**src/rtl/core/integer_merge_sorter_assert.svh**
```systemverilog
// ----------------------------------------------------------------------------
// integer_merge_sorter assertion macros
// Shared property forms for the merge sorter checks.
// ----------------------------------------------------------------------------
`ifndef INTEGER_MERGE_SORTER_ASSERT_SVH
`define INTEGER_MERGE_SORTER_ASSERT_SVH

// same-cycle implication
`define IMS_ASSERT_NOW(lbl, clk, rst_n, ante, cons) \
    lbl: assert property (@(posedge clk) disable iff (!rst_n) (ante) |-> (cons)) \
        else $error("integer_merge_sorter: same-cycle check failed");

// next-cycle implication
`define IMS_ASSERT_NEXT(lbl, clk, rst_n, ante, cons) \
    lbl: assert property (@(posedge clk) disable iff (!rst_n) (ante) |=> (cons)) \
        else $error("integer_merge_sorter: next-cycle check failed");

`endif

```
**src/rtl/core/ims_pkg.sv**
```systemverilog
// ----------------------------------------------------------------------------
// ims_pkg
// Shared widths, defaults and the queue entry type of the merge sorter.
// ----------------------------------------------------------------------------
package ims_pkg;

    localparam int DATA_W           = 32;
    localparam int MAX_ELEMENTS_DEF = 64;
    localparam int QUEUE_DEPTH      = 4;

    typedef struct packed {
        logic [DATA_W-1:0] value;
        logic              keep;
        logic              last;
        logic              drop;
    } t_entry;

endpackage

```
**src/rtl/core/ims_front.sv**
```systemverilog
// ----------------------------------------------------------------------------
// ims_front
// Accept input beats, count the set, mark kept and dropped elements.
// ----------------------------------------------------------------------------
module ims_front #(
    parameter int MAX_ELEMENTS = ims_pkg::MAX_ELEMENTS_DEF
) (
    input  logic                        i_clk,
    input  logic                        i_rst_n,
    input  logic                        i_valid,
    output logic                        o_ready,
    input  logic [ims_pkg::DATA_W-1:0]  i_value,
    input  logic                        i_last,
    input  logic                        i_full,
    output logic                        o_push,
    output ims_pkg::t_entry             o_entry
);

    localparam int IW = $clog2(MAX_ELEMENTS + 1);

    logic [IW-1:0] r_count, n_count;
    logic          r_ovf, n_ovf;
    logic          keep;

    assign o_ready = !i_full;
    assign o_push  = i_valid && !i_full;
    assign keep    = (r_count != IW'(MAX_ELEMENTS));

    always_comb begin
        o_entry.value = i_value;
        o_entry.keep  = keep;
        o_entry.last  = i_last;
        o_entry.drop  = r_ovf || !keep;
    end

    always_comb begin
        n_count = r_count;
        n_ovf   = r_ovf;
        if (o_push) begin
            priority if (i_last) begin
                n_count = '0;
                n_ovf   = 1'b0;
            end else if (keep) begin
                n_count = r_count + IW'(1);
            end else begin
                n_ovf = 1'b1;
            end
        end
    end

    always_ff @(posedge i_clk) begin
        if (!i_rst_n) begin
            r_count <= '0;
            r_ovf   <= 1'b0;
        end else begin
            r_count <= n_count;
            r_ovf   <= n_ovf;
        end
    end

endmodule

```
**config.mk**
```make
export PLATFORM = sky130hd
export DESIGN_NAME = ims_front
export DESIGN_NICKNAME = d
export VERILOG_FILES = /design/src/rtl/core/integer_merge_sorter_assert.svh /design/src/rtl/core/ims_pkg.sv /design/src/rtl/core/ims_front.sv
export SDC_FILE = /design/constraint.sdc
export NUM_CORES = 1
export LEC_CHECK = 0
export BUFFER_PORTS_ARGS = -buffer_cell sky130_fd_sc_hd__buf_2
export CORE_AREA = 10 10 53 64
export DETAILED_ROUTE_END_ITERATION = 10
export DIE_AREA = 0 0 63 74
export PLACE_DENSITY = 0.76
export SETUP_SLACK_MARGIN = 0.5
export SYNTH_ARGS = -nofsm -noshare
export SYNTH_HDL_FRONTEND = slang
export SYNTH_SLANG_ARGS = --single-unit
```
**constraint.sdc**
```tcl
create_clock -name i_clk -period 1.4 [get_ports i_clk]
set_input_delay 0.28 -clock i_clk [delete_from_list [all_inputs] [get_ports i_clk]]
set_output_delay 0.28 -clock i_clk [all_outputs]
set_load 0.1 [all_outputs]
```
* Word level (Yosys, flattened, before mapping)
Cells that the tools add are included.
** Operators by class
- Add/sub/neg operators :: 1
- Reduce and logical (&&, ||, !) cells :: 7
- Equality and inequality tests :: 2
- Muxes and demuxes :: 4
** Operator list (count)
- 7-bit 2-to-1 mux :: 2
- 7-bit by 1-bit adder with 7-bit output, second input constant :: 1
- 7-bit inequality test, second input constant :: 1
- 2-bit AND reduction :: 2
- 1-bit zero test :: 2
- 1-bit 2-to-1 mux :: 2
- 2-bit by 1-bit inequality test with 1-bit output, second input constant :: 1
- 2-bit nonzero test :: 1
- 1-bit logical AND :: 1
- 1-bit logical OR :: 1
** Word-level totals
- Register bits :: 8
- Word-level logic and storage cells :: 16
- Output and inout port bits :: 37

* Depth between registers and ports, before layout
Gate-level depths: netlist of run 1.
- Depth after elaboration :: 3
- Depth in mapped cells :: 5
- Depth with buffers taken out :: 5

* Least setup slack after synthesis of run 1
Ideal clock, no wire load.
- Kind :: register -> output
- Start :: reg r_count[2]
- End :: out o_entry[0] (netlist bit)
- Cell stages (with the launch flop) :: 4
- Setup slack :: -0.487 ns
- Data arrival time :: 1.607 ns
- Buffers on the path :: 0
- Cells stage by stage :: dfxtp_1 -> nor4b_2 -> nand2_1 -> nand2b_1
** RTL lines
- from (decl) :: RTL line ims_front.sv:21 : logic [IW-1:0] r_count, n_count;
- from (signal assigned) :: RTL line ims_front.sv:56 : r_count <= n_count;
- to (decl) :: RTL line ims_front.sv:16 : output ims_pkg::t_entry o_entry

==> results of run 1 <==
-- cells by family (layout without fill, tap and decap cells) --
| kind of cell | after synthesis | after routing | share of synthesized area, % |
|---|---|---|---|
| adder cells (fa/ha/maj) | 2 | 2 | 3.41 |
| flip-flops | 8 | 8 | 21.8 |
| buffers and inverters | 41 | 34 | 39.9 |
| AO/OA/AOI/OAI | 14 | 14 | 12.5 |
| multiplexers | 2 | 2 | 2.73 |
| AND/OR/NAND/NOR | 25 | 25 | 19.6 |
-- power breakdown --
group          internal [µW]  leakage, µW  switching, µW
logic                   73.5     0.000263           82.9
clock network           98.5    0.0000138           84.0
registers                225    0.0000679           2.54
-- worst max-delay path by stage --
stage / to / slack, ns / from
detailed placement: o_entry[0] / -0.03 / r_count[0]
CTS: o_entry[0] / -0.21 / r_count[4]
global route: o_entry[0] / -0.29 / r_count[4]
global placement: o_entry[0] / 0.006 / r_count[0]
finish: o_entry[0] / -0.23 / r_count[1]
floorplan: o_entry[0] / 0.03 / r_count[4]
-- worst max-delay path: stages (launching register included) --
cell      delay (ns)
dfxtp_2         0.32
inv_1           0.09
ha_4            0.14
nor2b_4         0.18
nand2_4         0.09
nand2b_4        0.09
buf_12          0.17
-- per-stage QoR --
stage | TNS (ns) | util (%) | setup slack [ns] | std cells
6_report | -0.477 | 41.8 | -0.232 | 116
2_1_floorplan | 0 | - | 0.0340 | 92
4_1_cts | -0.416 | 40.3 | -0.213 | 114
5_1_grt | -0.715 | 41.8 | -0.291 | 116
3_5_place_dp | -0.0322 | 32.0 | -0.0322 | 102
3_3_place_gp | 0 | 32.0 | 0.00618 | 102
-- area by class of cell --
type	instances	area, µm²	area share (%)
sequential	8	174	18.8
timing repair buffer	26	293	31.7
tap	31	38.8	4.20
clock buffer	3	22.5	2.44
inverter	5	26.3	2.85
multi-input combinational	43	369	40.0
-- layer usage --
metal / share of wire, % / track usage [%] / routed length [µm] / vias to the layer above
met2: 51 / 12.9 / 846 / 38
met5: 0 / 0 / 0 / -
met3: 9.6 / 3.45 / 158 / 6
li1: - / - / - / 264
met1: 38 / 6.58 / 632 / 266
met4: 0.67 / 5.47 / 11 / 0
-- sequential cells by signal (all words and copies together), names as in the netlist --
name,cells
r_count,7
r_ovf,1
-- cell usage in the layout (no fill, tap or decap), types with 3 or more instances in the layout --
master    count
buf_6         8
buf_12        5
dfxtp_4       3
nand2_1       5
nand3_1       4
dfxtp_1       3
buf_4        11
nor2_1        3
clkbuf_4      3
a31oi_1       3
-- what timing repair did --
action / in CTS / in global routing
hold buffers: 0 / 0
setup buffers: 9 / 2
gates resized for setup: 20 / 5
setup endpoints to repair: 13 / 13
pin swaps: 7 / 1
==> results.json, run 1 <==
{
  "outcome": "finished with violations",
  "violations": "negative setup slack",
  "fin_nets": 126,
  "cap_violations": 0,
  "synthesis.area_um2": 733,
  "ir_drop_mv": 0.392,
  "antenna_found_initial": 0,
  "finalSetupViolCount": 3,
  "numCtsBuffers": 3,
  "start_util_pct": 33.2,
  "grt_max_degree": 10,
  "drive_gt1_share_pct": 57.6,
  "p_leak_uw": 0.000345,
  "fillers": 215,
  "cts_tree": "done",
  "design_area_um2": 923,
  "cts_root_buf": "clkbuf_4",
  "synth-seq-area-share_pct": 21.8,
  "port_buffers": 9,
  "r2r_cells": 5,
  "clkSlewWorstSetupHoldPaths_ns": 0.06,
  "relSlewSlack_pct": 77.6,
  "antenna_left": 0,
  "die_h_um": 74,
  "htree_levels": 1,
  "cp_max_fo": 3,
  "synth_nets": 131,
  "drc": 0,
  "r2r_start": "r_count[0]",
  "reg2reg_to": "r_count[6]",
  "finalWirelength_um": 1650,
  "synth.largest_area_cell": "buf_4",
  "grt_pass1_wl_um": 2760,
  "core_area_um2": 2210,
  "ys_ff_latch": 8,
  "hpwl_um": 1050,
  "fmax_ghz": 0.613,
  "diodes": 0,
  "netlist_top_cells_count": "buf_4 (35), dfxtp_1 (8), nand2_1 (6)",
  "synth_most_common_cell": "buf_4",
  "cp.arrival_ns": 1.35,
  "synth_area_leaders": "buf_4 (36%), dfxtp_1 (22%), ha_1 (3.4%)",
  "syn_avg_cell_area_um2": 7.97,
  "hold_path_class": "in -> reg",
  "drt_iter0_markers": 15,
  "synth_top_area_share_pct": 35.8,
  "critPathKind": "reg -> out",
  "whs_path_depth": 3,
  "skew_ns": 0.00490,
  "finalWeightedCongestion": 0.793,
  "tightest_slew_ns": 0.332,
  "fin_crit_ns": 1.63,
  "grt_use_total_pct": 7.33,
  "endpoint_kind": "primary output",
  "rows": 19,
  "finalHoldViolCount": 0,
  "yosysWarnings": 0,
  "p_per_area_nw_per_um2": 614,
  "vias_per_cell": 4.95,
  "clockBufferDepth": 2,
  "post_drt_wl_per_cell_um": 14.2,
  "reg2reg_setup_slack_ns": -0.09,
  "synthCells": 92,
  "area.growth.synth_to_final_pct": 25.9,
  "grt_pass1_vias": 652,
  "hold-worst-slack_ns": 0.348,
  "synth_cell_types": 24,
  "synth_edf_count": 0,
  "clock_latency_ns": 0.26,
  "fin_crit_sh_pct": 117,
  "die_area_um2": 4660,
  "io_pins": 74,
  "finalWorstSetupSlack_ns": -0.232,
  "cp.required_ns": 1.12,
  "dieWidth_um": 63,
  "num_vias": 574,
  "cts.sinks": 8,
  "drt-pass1-iter-count": 4,
  "rsz0062_at_grt": "true",
  "hold_start": "i_rst_n",
  "slew_violations": 0,
  "grt-ovfl-total": 0,
  "async_flop_share_pct": 0,
  "crit_path_start_kind": "register",
  "dpl_cell_area_um2": 708,
  "min_to": "r_count[1]",
  "finalPower_uw": 567,
  "synth_ff_type": "dfxtp_1"
}
(Power assumes the default switching activity.)
==> inputs of run 2 (changes only) <==
Settings changed: CELL_PAD_IN_SITES_DETAIL_PLACEMENT set to 1, CELL_PAD_IN_SITES_GLOBAL_PLACEMENT set to 1, CORE_AREA 10 10 53 64 to 10 10 62 74, DIE_AREA 0 0 63 74 to 0 0 72 84, PLACE_DENSITY 0.76 to not set, PLACE_DENSITY_LB_ADDON set to 0.1, REMOVE_ABC_BUFFERS set to 1.
Clock period 1.4 ns to 1.9 ns, I/O delays scaled along.
==> run 2 against run 1 <==
The flow now finishes without violations; setup slack improved by 0.44 ns; sequential power down 26%; final cell count is 4.3% lower; cell area decreased by 19%; global-route usage grew 1.9 points; sequential cell count is the same; worst hold slack gained 0.12 ns; critical endpoint unchanged; largest cell class unchanged; highest routed layer unchanged.
==> results.json, run 2 (synthesis gave the netlist of run 1 again) <==
{
  "outcome": "finished, final reports clean",
  "reg_top3": "r_count: 7 flops, r_ovf: 1 flops",
  "largest_reg_flops": 7,
  "whs_path_depth": 2,
  "r2r_cells": 5,
  "cp.arrival_ns": 1.32,
  "hold_start": "r_ovf",
  "rows": 23,
  "p_per_area_nw_per_um2": 615,
  "grt_pass1_vias": 612,
  "critPathKind": "reg -> out",
  "grt_pass1_wl_um": 4020,
  "final_cell_mix": "buf_2 (6), buf_4 (6), nand2_1 (5), inv_1 (4), nand3_1 (4)",
  "numCtsBuffers": 3,
  "rsz0062_at_grt": "true",
  "fin_nets": 115,
  "cts_tree": "done",
  "dpl_cell_area_um2": 611,
  "start_util_pct": 22.7,
  "vias_per_cell": 5.05,
  "dieWidth_um": 72,
  "htree_levels": 1,
  "drt-pass1-iter-count": 3,
  "crit_path_start_kind": "register",
  "antenna_found_initial": 0,
  "cp.required_ns": 1.52,
  "drive_gt1_share_pct": 47.3,
  "grt-ovfl-total": 0,
  "finalHoldViolCount": 0,
  "drc": 0,
  "hpwl_um": 2170,
  "drt_iter0_markers": 2,
  "ir_drop_mv": 0.268,
  "finalSetupViolCount": 0,
  "clkSlewWorstSetupHoldPaths_ns": 0.05,
  "endpoint_kind": "primary output",
  "port_buffers": 9,
  "cts.sinks": 8,
  "clockBufferDepth": 2,
  "num_vias": 560,
  "fin_crit_ns": 1.70,
  "p_leak_uw": 0.000280,
  "core_area_um2": 3220,
  "hold_path_class": "reg -> reg",
  "skew_ns": 0.00134,
  "relSlewSlack_pct": 67.4,
  "die_h_um": 84,
  "cts_root_buf": "clkbuf_8",
  "finalWirelength_um": 2780,
  "reg2reg_to": "r_count[6]",
  "final_util_pct": 23.3,
  "r2r_start": "r_count[1]",
  "fin_crit_sh_pct": 89.2,
  "grt_use_total_pct": 9.19,
  "area.growth.synth_to_final_pct": 2.56,
  "tightest_slew_ns": 0.493,
  "design_area_um2": 752,
  "grt_max_degree": 11,
  "cp_max_fo": 3,
  "clock_latency_ns": 0.23,
  "top_register": "r_count",
  "post_drt_wl_per_cell_um": 25.0,
  "antenna_left": 0,
  "io_pins": 74,
  "cap_violations": 0,
  "reg2reg_setup_slack_ns": 0.46,
  "cts_hold_buffers": 0,
  "fmax_ghz": 0.590,
  "slew_violations": 0,
  "die_area_um2": 6050,
  "diodes": 0,
  "finalWeightedCongestion": 0.699,
  "min_to": "r_ovf"
}
-- run 2: how the worst max path moves through the flow --
stage                     from    endpoint  slack (ns)  depth (start not counted)
floorplan           r_count[2]  o_entry[0]       -0.91                          3
global placement    r_count[0]  o_entry[0]        0.27                          6
detailed placement  r_count[0]  o_entry[0]        0.24                          6
CTS                 r_count[4]  o_entry[0]        0.18                          4
global route        r_count[4]  o_entry[0]        0.14                          4
finish              r_count[1]  o_entry[0]        0.20                          6
-- run 2: repair_timing --
action / CTS / global route
setup endpoints to repair: 5 / 7
buffers inserted: 3 / 1
gates resized for setup: 14 / 8
pin swaps: 2 / 1
-- run 2: through the flow --
step | TNS, ns | hold slack, ns | worst slack (ns) | total power, µW | instances
2_1_floorplan | -0.905 | 0.428 | -0.905 | 210 | 56
3_3_place_gp | 0 | 0.471 | 0.270 | 243 | 104
3_5_place_dp | 0 | 0.463 | 0.238 | 242 | 104
4_1_cts | 0 | 0.473 | 0.183 | 466 | 110
5_1_grt | 0 | 0.514 | 0.141 | 482 | 111
6_report | 0 | 0.471 | 0.204 | 462 | 111
-- run 2: final cells by class --
type	count	area, µm²
clock buffer	3	41.3
fill	392	2470
inverter	5	18.8
multi-input combinational	43	339
sequential	8	171
tap	37	46.3
timing repair buffer	15	135
-- run 2: metal layers --
| layer | global-route usage, % | vias to the layer above | wire length, µm |
|---|---|---|---|
| li1 | - | 241 | - |
| met1 | 11.1 | 279 | 1220 |
| met4 | 3.70 | 0 | 17 |
| met2 | 9.97 | 38 | 1060 |
| met3 | 9.40 | 2 | 489 |
| met5 | 0 | - | 0 |
-- run 2: report_power, final --
part           leakage, µW  total (µW)  switching, µW  internal, µW
registers        0.0000676         169           1.06           168
logic             0.000190        80.7           54.0          26.7
clock network    0.0000216         212           74.4           138
-- run 2: worst max-delay path: stages, from the launching register on --
cell and delay, ns:
dfxtp_4 0.34, inv_1 0.05, ha_2 0.17, nor2b_4 0.16
nand2_2 0.06, nand2b_1 0.12, buf_12 0.18
