==> config.mk <==
export PLATFORM = sky130hd
export DESIGN_NAME = ims_queue
export DESIGN_NICKNAME = d
export VERILOG_FILES = /design/src/rtl/core/integer_merge_sorter_assert.svh /design/src/rtl/core/ims_pkg.sv /design/src/rtl/core/ims_queue.sv
export SDC_FILE = /design/constraint.sdc
export NUM_CORES = 1
export LEC_CHECK = 0
export BUFFER_PORTS_ARGS = -buffer_cell sky130_fd_sc_hd__buf_2
export CORE_UTILIZATION = 61
export CTS_BUF_LIST = sky130_fd_sc_hd__clkbuf_4 sky130_fd_sc_hd__clkbuf_8 sky130_fd_sc_hd__clkbuf_16
export DETAILED_ROUTE_END_ITERATION = 6
export PLACE_DENSITY = 0.95
export SYNTH_ARGS = -nofsm -noshare
export SYNTH_HDL_FRONTEND = slang
export SYNTH_SLANG_ARGS = --single-unit
==> constraint.sdc <==
create_clock -name i_clk -period 3.6 [get_ports i_clk]
set_input_delay 0.72 -clock i_clk [delete_from_list [all_inputs] [get_ports i_clk]]
set_output_delay 0.72 -clock i_clk [all_outputs]
set_load 0.02 [all_outputs]
==> src/rtl/core/integer_merge_sorter_assert.svh <==
// ----------------------------------------------------------------------------
// integer_merge_sorter assertion macros
// Shared property forms for the merge sorter checks.
// ----------------------------------------------------------------------------
`ifndef INTEGER_MERGE_SORTER_ASSERT_SVH
`define INTEGER_MERGE_SORTER_ASSERT_SVH

// same-cycle implication
`define IMS_ASSERT_NOW(lbl, clk, rst_n, ante, cons) \
    lbl: assert property (@(posedge clk) disable iff (!rst_n) (ante) |-> (cons)) \
        else $error("integer_merge_sorter: same-cycle check failed");

// next-cycle implication
`define IMS_ASSERT_NEXT(lbl, clk, rst_n, ante, cons) \
    lbl: assert property (@(posedge clk) disable iff (!rst_n) (ante) |=> (cons)) \
        else $error("integer_merge_sorter: next-cycle check failed");

`endif

==> src/rtl/core/ims_pkg.sv <==
// ----------------------------------------------------------------------------
// ims_pkg
// Shared widths, defaults and the queue entry type of the merge sorter.
// ----------------------------------------------------------------------------
package ims_pkg;

    localparam int DATA_W           = 32;
    localparam int MAX_ELEMENTS_DEF = 64;
    localparam int QUEUE_DEPTH      = 4;

    typedef struct packed {
        logic [DATA_W-1:0] value;
        logic              keep;
        logic              last;
        logic              drop;
    } t_entry;

endpackage

==> src/rtl/core/ims_queue.sv <==
// ----------------------------------------------------------------------------
// ims_queue
// Short FIFO of classified elements between front and back.
// ----------------------------------------------------------------------------
module ims_queue #(
    parameter int DEPTH = ims_pkg::QUEUE_DEPTH
) (
    input  logic            i_clk,
    input  logic            i_rst_n,
    input  logic            i_push,
    input  ims_pkg::t_entry i_entry,
    output logic            o_full,
    input  logic            i_pop,
    output ims_pkg::t_entry o_entry,
    output logic            o_empty
);

    localparam int PW = (DEPTH > 1) ? $clog2(DEPTH) : 1;
    localparam int CW = $clog2(DEPTH + 1);

    ims_pkg::t_entry r_mem [DEPTH];
    logic [PW-1:0]   r_wp, n_wp;
    logic [PW-1:0]   r_rp, n_rp;
    logic [CW-1:0]   r_cnt, n_cnt;

    assign o_full  = (r_cnt == CW'(DEPTH));
    assign o_empty = (r_cnt == '0);
    assign o_entry = r_mem[r_rp];

    always_comb begin
        n_wp  = r_wp;
        n_rp  = r_rp;
        n_cnt = r_cnt;
        if (i_push) begin
            n_wp = (r_wp == PW'(DEPTH - 1)) ? '0 : r_wp + PW'(1);
        end
        if (i_pop) begin
            n_rp = (r_rp == PW'(DEPTH - 1)) ? '0 : r_rp + PW'(1);
        end
        if (i_push && !i_pop) begin
            n_cnt = r_cnt + CW'(1);
        end else if (i_pop && !i_push) begin
            n_cnt = r_cnt - CW'(1);
        end
    end

    always_ff @(posedge i_clk) begin
        if (i_push) begin
            r_mem[r_wp] <= i_entry;
        end
    end

    always_ff @(posedge i_clk) begin
        if (!i_rst_n) begin
            r_wp  <= '0;
            r_rp  <= '0;
            r_cnt <= '0;
        end else begin
            r_wp  <= n_wp;
            r_rp  <= n_rp;
            r_cnt <= n_cnt;
        end
    end

endmodule

# After elaboration in Yosys (flattened, before gate mapping)
# Memories as Yosys holds them, arrays and structs flattened. A register that Yosys moved wholly into a read port is not among the register bits.
# Index checks and enable logic that the tools add are counted.
# op_classes
n_addsub,4
multipliers,0
n_div,0
order_cmp,0
eq_ne,3
shift,0
mux,8
n_bitwise,0
n_reduce_logical,6
# op_table
operator,count
$mux 2,4
$mux 3,2
$add 2x1->2 const B,2
$eq 2x2->1 const B,2
$add 3x1->3 const B,1
$eq 3x3->1 const B,1
$logic_not 3->1,1
$sub 3x1->3 const B,1
$logic_and 1x1->1,2
$logic_not 1->1,2
$mux 1,2
$reduce_bool 2->1,1
# word_totals
regBits,7
latch_bits,0
ramBits,140
rom_bits,0
input_bits,39
output_inout_bits,37
word_cells,25
mem_count,1
# memory_table
name,depth,word_bits,read_ports,rd_clocked_by_memory_dff,write_ports,line,text
r_mem,4,35,1,1,1,ims_queue.sv:21,ims_pkg::t_entry r_mem [DEPTH];

# Longest topological paths before layout
# Gate-level depths: netlist of run 1.
# logic_depth
depth_word,4
depth_mapped,7

# Worst setup path before layout of run 1
# No wires, ideal clock.
# synth_timing
path_type,in2reg
from,in i_pop
to,reg r_cnt[2]
arrival_time_ps,1924
t_required_ps,3524
setup_slack_ps,1601
stages,7
path_cell_list,inv_1 -> ha_1 -> inv_1 -> fa_1 -> xor2_1 -> or3_1 -> a21boi_0
# synth_via
elab_chain_len,3
word_cells_on_any_way,5
classes_between,1 x mux; 4 x reduce/logical
# synth_lines
element,line,text
from (decl),ims_queue.sv:13,"input logic i_pop,"
$logic_not 1->1,ims_queue.sv:40,if (i_push && !i_pop) begin
$logic_and 1x1->1,ims_queue.sv:40,
$mux 3 or $reduce_bool 2->1 (tied branches),--,
to (signal assigned),ims_queue.sv:61,r_cnt <= n_cnt;
to (decl),ims_queue.sv:24,"logic [CW-1:0] r_cnt, n_cnt;"
# Parallel ways exist; a longest one is shown, timed or not.
# A chain may end at the register's enable or synchronous reset.

==> impl_metrics.ini, run 1 <==
[outcome]
status = finished clean

[routing]
wl_per_cell_microns = 20.30
post-route-drc-count = 0
wl_met3_microns = 461
wl_met1_mm = 3.801
antenna_left = 0
drt_pass1_iterations = 4
drt_iter0_drc = 126
dr_total_vias = 2515
wirelength_mm = 8.852
viasPerCell = 5.768
dr.max_layer_used = met4
route.met2.wl_mm = 4.473

[floorplan]
coreArea_sq_mm = 0.008763
rows = 34
io_pins = 76
start_util_pct = 63.45
die_w_microns = 97.48
die_h_microns = 97.48
dieArea_sq_mm = 0.009501

[critical_path]
critical_path_peak_fanout = 20
path_class = reg2out
end_kind = output port
arrival_ns = 2.27
reg2reg_slack_ns = 1.86
required_ns = 2.88
startpoint_type = flip-flop

[logic_synthesis]
yosys.area.top_type = edfxtp_1
syn_area_per_cell_sq_um = 24.49
netlist.area_leader.share_pct = 75.61
synth.ff_latch_count = 149
synth_area_leaders = edfxtp_1 (76%), mux4_2 (12%), dfxtp_1 (3.2%)
ys_async_sr_fraction_pct = 0
yosysMostFrequentCell = edfxtp_1
synthTopCellsByCount = edfxtp_1 (140), mux4_2 (30), dfxtp_1 (9), ha_1 (6)
synthFlopType = edfxtp_1
yosysWarnings = 0
syn_area_sq_mm = 0.005560
synth_edf_count = 140
synth_cell_type_count = 23
syn_inst = 227
synth_fp_nets = 273
seq_area_frac_synth_pct = 78.85

[clocking]
cts_root_buf = clkbuf_8
cts_buffers = 17
cts_setup_buffers = 0
cts_hold_buf = 0
post_cts_resized = 0
h-tree-depth = 4
cts_tree = yes
clock_path_buffers = 2
cts_sinks = 149
clk_pin_slew_ns = 0.06
clk_latency_ns = 0.51

[layout]
nets = 360
post-route-util_pct = 75.07
multi_input_area_sq_mm = 0.001075
layout-drive-gt1-share_pct = 43.43
area_growth_pct = 18.32
final_area_sq_mm = 0.006579
ff_latch_area_sq_mm = 0.004387
nFillCells = 497

[placed_design]
io_buffers = 75
dp_hpwl_mm = 5.198
place_area_sq_mm = 0.006007
gp_congestion = 0.6950

[sta]
worst_pin_slew_ns = 0.9347
min_period_over_period_pct = 83.19
finalHoldViolCount = 0
slew_headroom_pct = 37.69
fin_setup_tns_ns = 0
hold_slack_ns = 0.4238
skew_ns = 0.009034
final_max_slew_viol_count = 0
setup_viol = 0
fmax_ghz = 0.3339
post-route-min-period_ns = 2.995
rsz0062_at_grt = false

[global_routing]
grt_max_degree = 36
grt_pass1_vias = 2667
overflow = 0
grt_use_total_pct = 19.86
grt_first_pass_wirelength_mm = 13.49
antenna_found_initial = 1

[pwr]
ir_drop_mv = 0.4370
powerDensity_mw_per_mm2 = 613.4
total_leakage_power_nw = 2.278
power_mw = 4.036

[run]
max_cap_viol_count = 0

[min_path]
hp-class = in2reg
==> metal layers <==
| metal | up-vias | global-route usage, % |
|---|---|---|
| met1 | 1279 | 25.51 |
| met2 | 89 | 31.63 |
| met4 | 0 | 7.919 |
| li1 | 1135 | - |
| met3 | 12 | 6.763 |
| met5 | - | 0 |
==> path summary, 6_finish.rpt <==
kind / start / to / depth (start not counted)
worst max-delay path: flip-flop / o_entry[17] / 3
worst min-delay path: i_entry[15] / r_mem[0][15] / 1
worst max register to register: r_wp[0] / r_mem[3][3] / 2
worst min register to register: r_cnt[2] / r_cnt[2] / 2
==> cell type report <==
type / count / share of cell area (%)
Sequential cell: 149 / 66.68
Antenna cell: 1 / 0.03804
Clock buffer: 17 / 6.295
Clock inverter: 15 / 2.358
Multi-Input combinational cell: 66 / 16.34
Tap cell: 108 / 2.054
Inverter: 4 / 0.2282
Timing Repair Buffer: 76 / 6.010
==> metrics by stage <==
| stage | cells | worst slack (ns) |
|---|---|---|
| final | 436 | 0.6050 |
| after floorplan | 227 | 1.601 |
| after detailed placement | 403 | 1.058 |
| after CTS | 435 | 0.5306 |
| after global routing | 435 | 0.4563 |
| after global placement | 403 | 1.093 |
==> sequential cells by signal, summed over array words and instances (netlist names), named ones only <==
name and cells:
r_cnt 3, r_mem 140, r_rp 2, r_wp 2
==> where the power goes <==
part / internal, mW / total [mW] / switching [mW]
clock network: 0.987 / 1.66 / 0.670
logic: 0.152 / 0.350 / 0.198
registers: 1.98 / 2.03 / 0.0444
total: 3.12 / 4.04 / 0.912
==> logic make-up after synthesis <==
logic type                 Yosys count  synth area share (%)
xor gates and xnor gates             2                0.3151
adders and majority gates            7                 1.710
DFF                                149                 78.85
buffers and inverters               12                 1.912
AOI/OAI and AO/OA                    3                0.3601
and+or+nand+nor                     15                 1.620
muxes                               39                 15.23
==> placed cells by master, fill, tap and decap left out, types with 2 or more instances in the layout <==
master,synthesis,final
and2_2,0,4
buf_2,3,75
bufinv_16,0,2
clkbuf_16,0,16
clkinv_1,0,2
clkinv_4,0,3
clkinvlp_4,0,4
dfxtp_1,9,7
dfxtp_2,0,2
edfxtp_1,140,140
ha_1,6,6
inv_1,4,4
inv_6,0,3
mux2i_1,4,4
mux4_1,5,5
mux4_2,30,30
nor2b_1,5,5
nor3_1,2,2
==> worst max-delay path, stage by stage (launching register included) <==
cell and delay (ns):
dfxtp_2 0.72, buf_12 0.28, mux4_1 0.58, buf_2 0.18
Note: power is estimated with default switching activity, not from simulation.
==> run 2: changes to the inputs <==
--- a/config.mk
+++ b/config.mk
@@ -6,10 +6,10 @@
 export NUM_CORES = 1
 export LEC_CHECK = 0
 export BUFFER_PORTS_ARGS = -buffer_cell sky130_fd_sc_hd__buf_2
-export CORE_UTILIZATION = 61
+export CORE_UTILIZATION = 51
 export CTS_BUF_LIST = sky130_fd_sc_hd__clkbuf_4 sky130_fd_sc_hd__clkbuf_8 sky130_fd_sc_hd__clkbuf_16
 export DETAILED_ROUTE_END_ITERATION = 6
-export PLACE_DENSITY = 0.95
+export PLACE_DENSITY = 0.86
 export SYNTH_ARGS = -nofsm -noshare
 export SYNTH_HDL_FRONTEND = slang
 export SYNTH_SLANG_ARGS = --single-unit
==> constraint.sdc (replaced) <==
create_clock -name i_clk -period 2.45 [get_ports i_clk]
set_input_delay 0.49 -clock i_clk [delete_from_list [all_inputs] [get_ports i_clk]]
set_output_delay 0.49 -clock i_clk [all_outputs]
set_load 0.02 [all_outputs]
==> run 2 against run 1 <==
Against the previous run: global-route usage decreased by 1.2 points; clock-buffer cell count increased by 3; non-clock buffer count increased by 7; utilization decreased by 11 points; cell count increased by 7.8%; sequential share of layout area decreased by 1.5 points; critical path depth unchanged; combinational power increased by 64%; sequential power increased by 46%; clock skew decreased by 0.0019 ns; die area increased by 19%; clock power increased by 40%.
==> impl_metrics.ini, run 2 (synthesis results as in run 1) <==
[outcome]
status = finished clean

[sta]
finalHoldViolCount = 0
hold_slack_ns = 0.1908
fmax_ghz = 0.4235
slew_headroom_pct = 65.44
skew_ns = 0.007087
post-route-min-period_ns = 2.361
final_max_slew_viol_count = 0
worst_pin_slew_ns = 0.5184
setup_viol = 0
rsz0062_at_grt = false
fin_setup_tns_ns = 0
min_period_over_period_pct = 96.38

[clocking]
clk_latency_ns = 0.51
clk_pin_slew_ns = 0.06
cts_tree = yes
cts_setup_buffers = 0
cts_sinks = 149
h-tree-depth = 4
cts_buffers = 17
clock_path_buffers = 2
cts_root_buf = clkbuf_8

[critical_path]
required_ns = 1.96
cpPeakStageDelay_ns = 0.61
startpoint_type = flip-flop
r2r-start = r_wp[0]
arrival_ns = 1.87
critical_path_peak_fanout = 11
end_kind = output port
crit_chain = buf_12 -> mux4_1 -> buf_2
slowest_stage = mux4_1
crit_family = multiplexers
path_class = reg2out
cp_num_buf_inv = 2

[layout]
layout-drive-gt1-share_pct = 45.21
nFillCells = 726
most-common-layout-cells = edfxtp_1 (140), buf_2 (75), mux4_2 (30), clkbuf_16 (17)
num_antenna_cells = 0
ff_latch_area_sq_mm = 0.004392
instances_no_fill = 470
largestRegisters = r_mem: 140 flops, r_cnt: 3 flops
largest_reg_flops = 140
top_register = r_mem
area_growth_pct = 21.13
post-route-util_pct = 64.37
layout_commonest_cell = edfxtp_1
multi_input_area_sq_mm = 0.001075
nets = 367

[placed_design]
dp_hpwl_mm = 6.042
io_buffers = 75
gp_congestion = 0.7088
dp.cells = 437

[routing]
dr.max_layer_used = met4
wl_per_cell_microns = 20.70
post-route-drc-count = 0
wl_met1_mm = 4.071
drt_pass1_iterations = 4
drt_iter0_drc = 123
wirelength_mm = 9.730
route.met2.wl_mm = 5.044
viasPerCell = 5.453
wl_met3_microns = 550
antenna_left = 0
dr_total_vias = 2563

[floorplan]
die_h_microns = 106.4
coreArea_sq_mm = 0.01046
rows = 37
die_w_microns = 106.4
dieArea_sq_mm = 0.01132
io_pins = 76
start_util_pct = 53.15

[pwr]
powerDensity_mw_per_mm2 = 871.2
total_leakage_power_nw = 2.336
ir_drop_mv = 0.5473

[global_routing]
grt_first_pass_wirelength_mm = 14.91
grt_pass1_vias = 2709
overflow = 0
antenna_found_initial = 1
grt_use_total_pct = 18.67
grt_max_degree = 23

[run]
max_cap_viol_count = 0

[min_path]
hold_path_startpoint = i_entry[12]
hp-class = in2reg
## run 2: cell types whose count changed in the layout (fill, tap and decap cells not counted), sizes merged
cell / change
bufinv: -1
diode: -1
buf: +6
inv: -2
clkbuf: +4
## run 2: worst paths after layout
kind	end	slack, ns	depth (start not counted)
worst min-delay path	r_mem[0][12]	0.19	1
worst max register to register	r_mem[3][21]	0.83	3
worst min register to register	r_cnt[2]	0.53	2
worst max-delay path	o_entry[15]	0.09	3
## run 2: layer usage
layer	vias up	GRT usage, %
met5	-	0
met4	0	7.045
met3	7	5.518
met2	95	30.52
met1	1319	23.81
li1	1142	-
## run 2: cell type report
class / instances / share of cell area, %
clock inverters: 12 / 1.579
well taps: 136 / 2.526
clock buffers: 20 / 6.483
multi-input cells: 66 / 15.96
inverters: 4 / 0.2229
repair buffers: 83 / 8.025
flip-flops and latches: 149 / 65.21
## run 2: through the flow
| stage | instance area (sq um) | power [mW] | setup WS [ns] |
|---|---|---|---|
| final | 6735 | 5.868 | 0.08880 |
| after detailed placement | 6150 | 3.585 | 0.4164 |
| after global routing | 6735 | 6.088 | 0.02740 |
| after global placement | 6150 | 3.558 | 0.5077 |
| after floorplan | 5560 | 3.369 | 0.6471 |
| after CTS | 6696 | 5.924 | 0.02712 |
## run 2: power by group
| part | switching, mW | total, mW | internal, mW |
|---|---|---|---|
| registers | 0.0486 | 2.96 | 2.91 |
| logic | 0.323 | 0.575 | 0.252 |
| clock network | 0.957 | 2.33 | 1.38 |
| total | 1.33 | 5.87 | 4.54 |
## run 2: what timing repair did
action                                 in CTS  in global routing
gates cloned                                0                  1
hold buffers                                0                  0
resized for setup                           1                  4
setup endpoints to repair                   1                  3
endpoints found under the hold margin       0                  0
## run 2: worst reg2reg max path, delay by kind of cell (launching register included)
| kind | cells | cell delay, ns |
|---|---|---|
| simple gates | 1 | 0.48 |
| flops | 1 | 0.39 |
| fa+ha+maj | 1 | 0.19 |
| buf+inv | 1 | 0.25 |
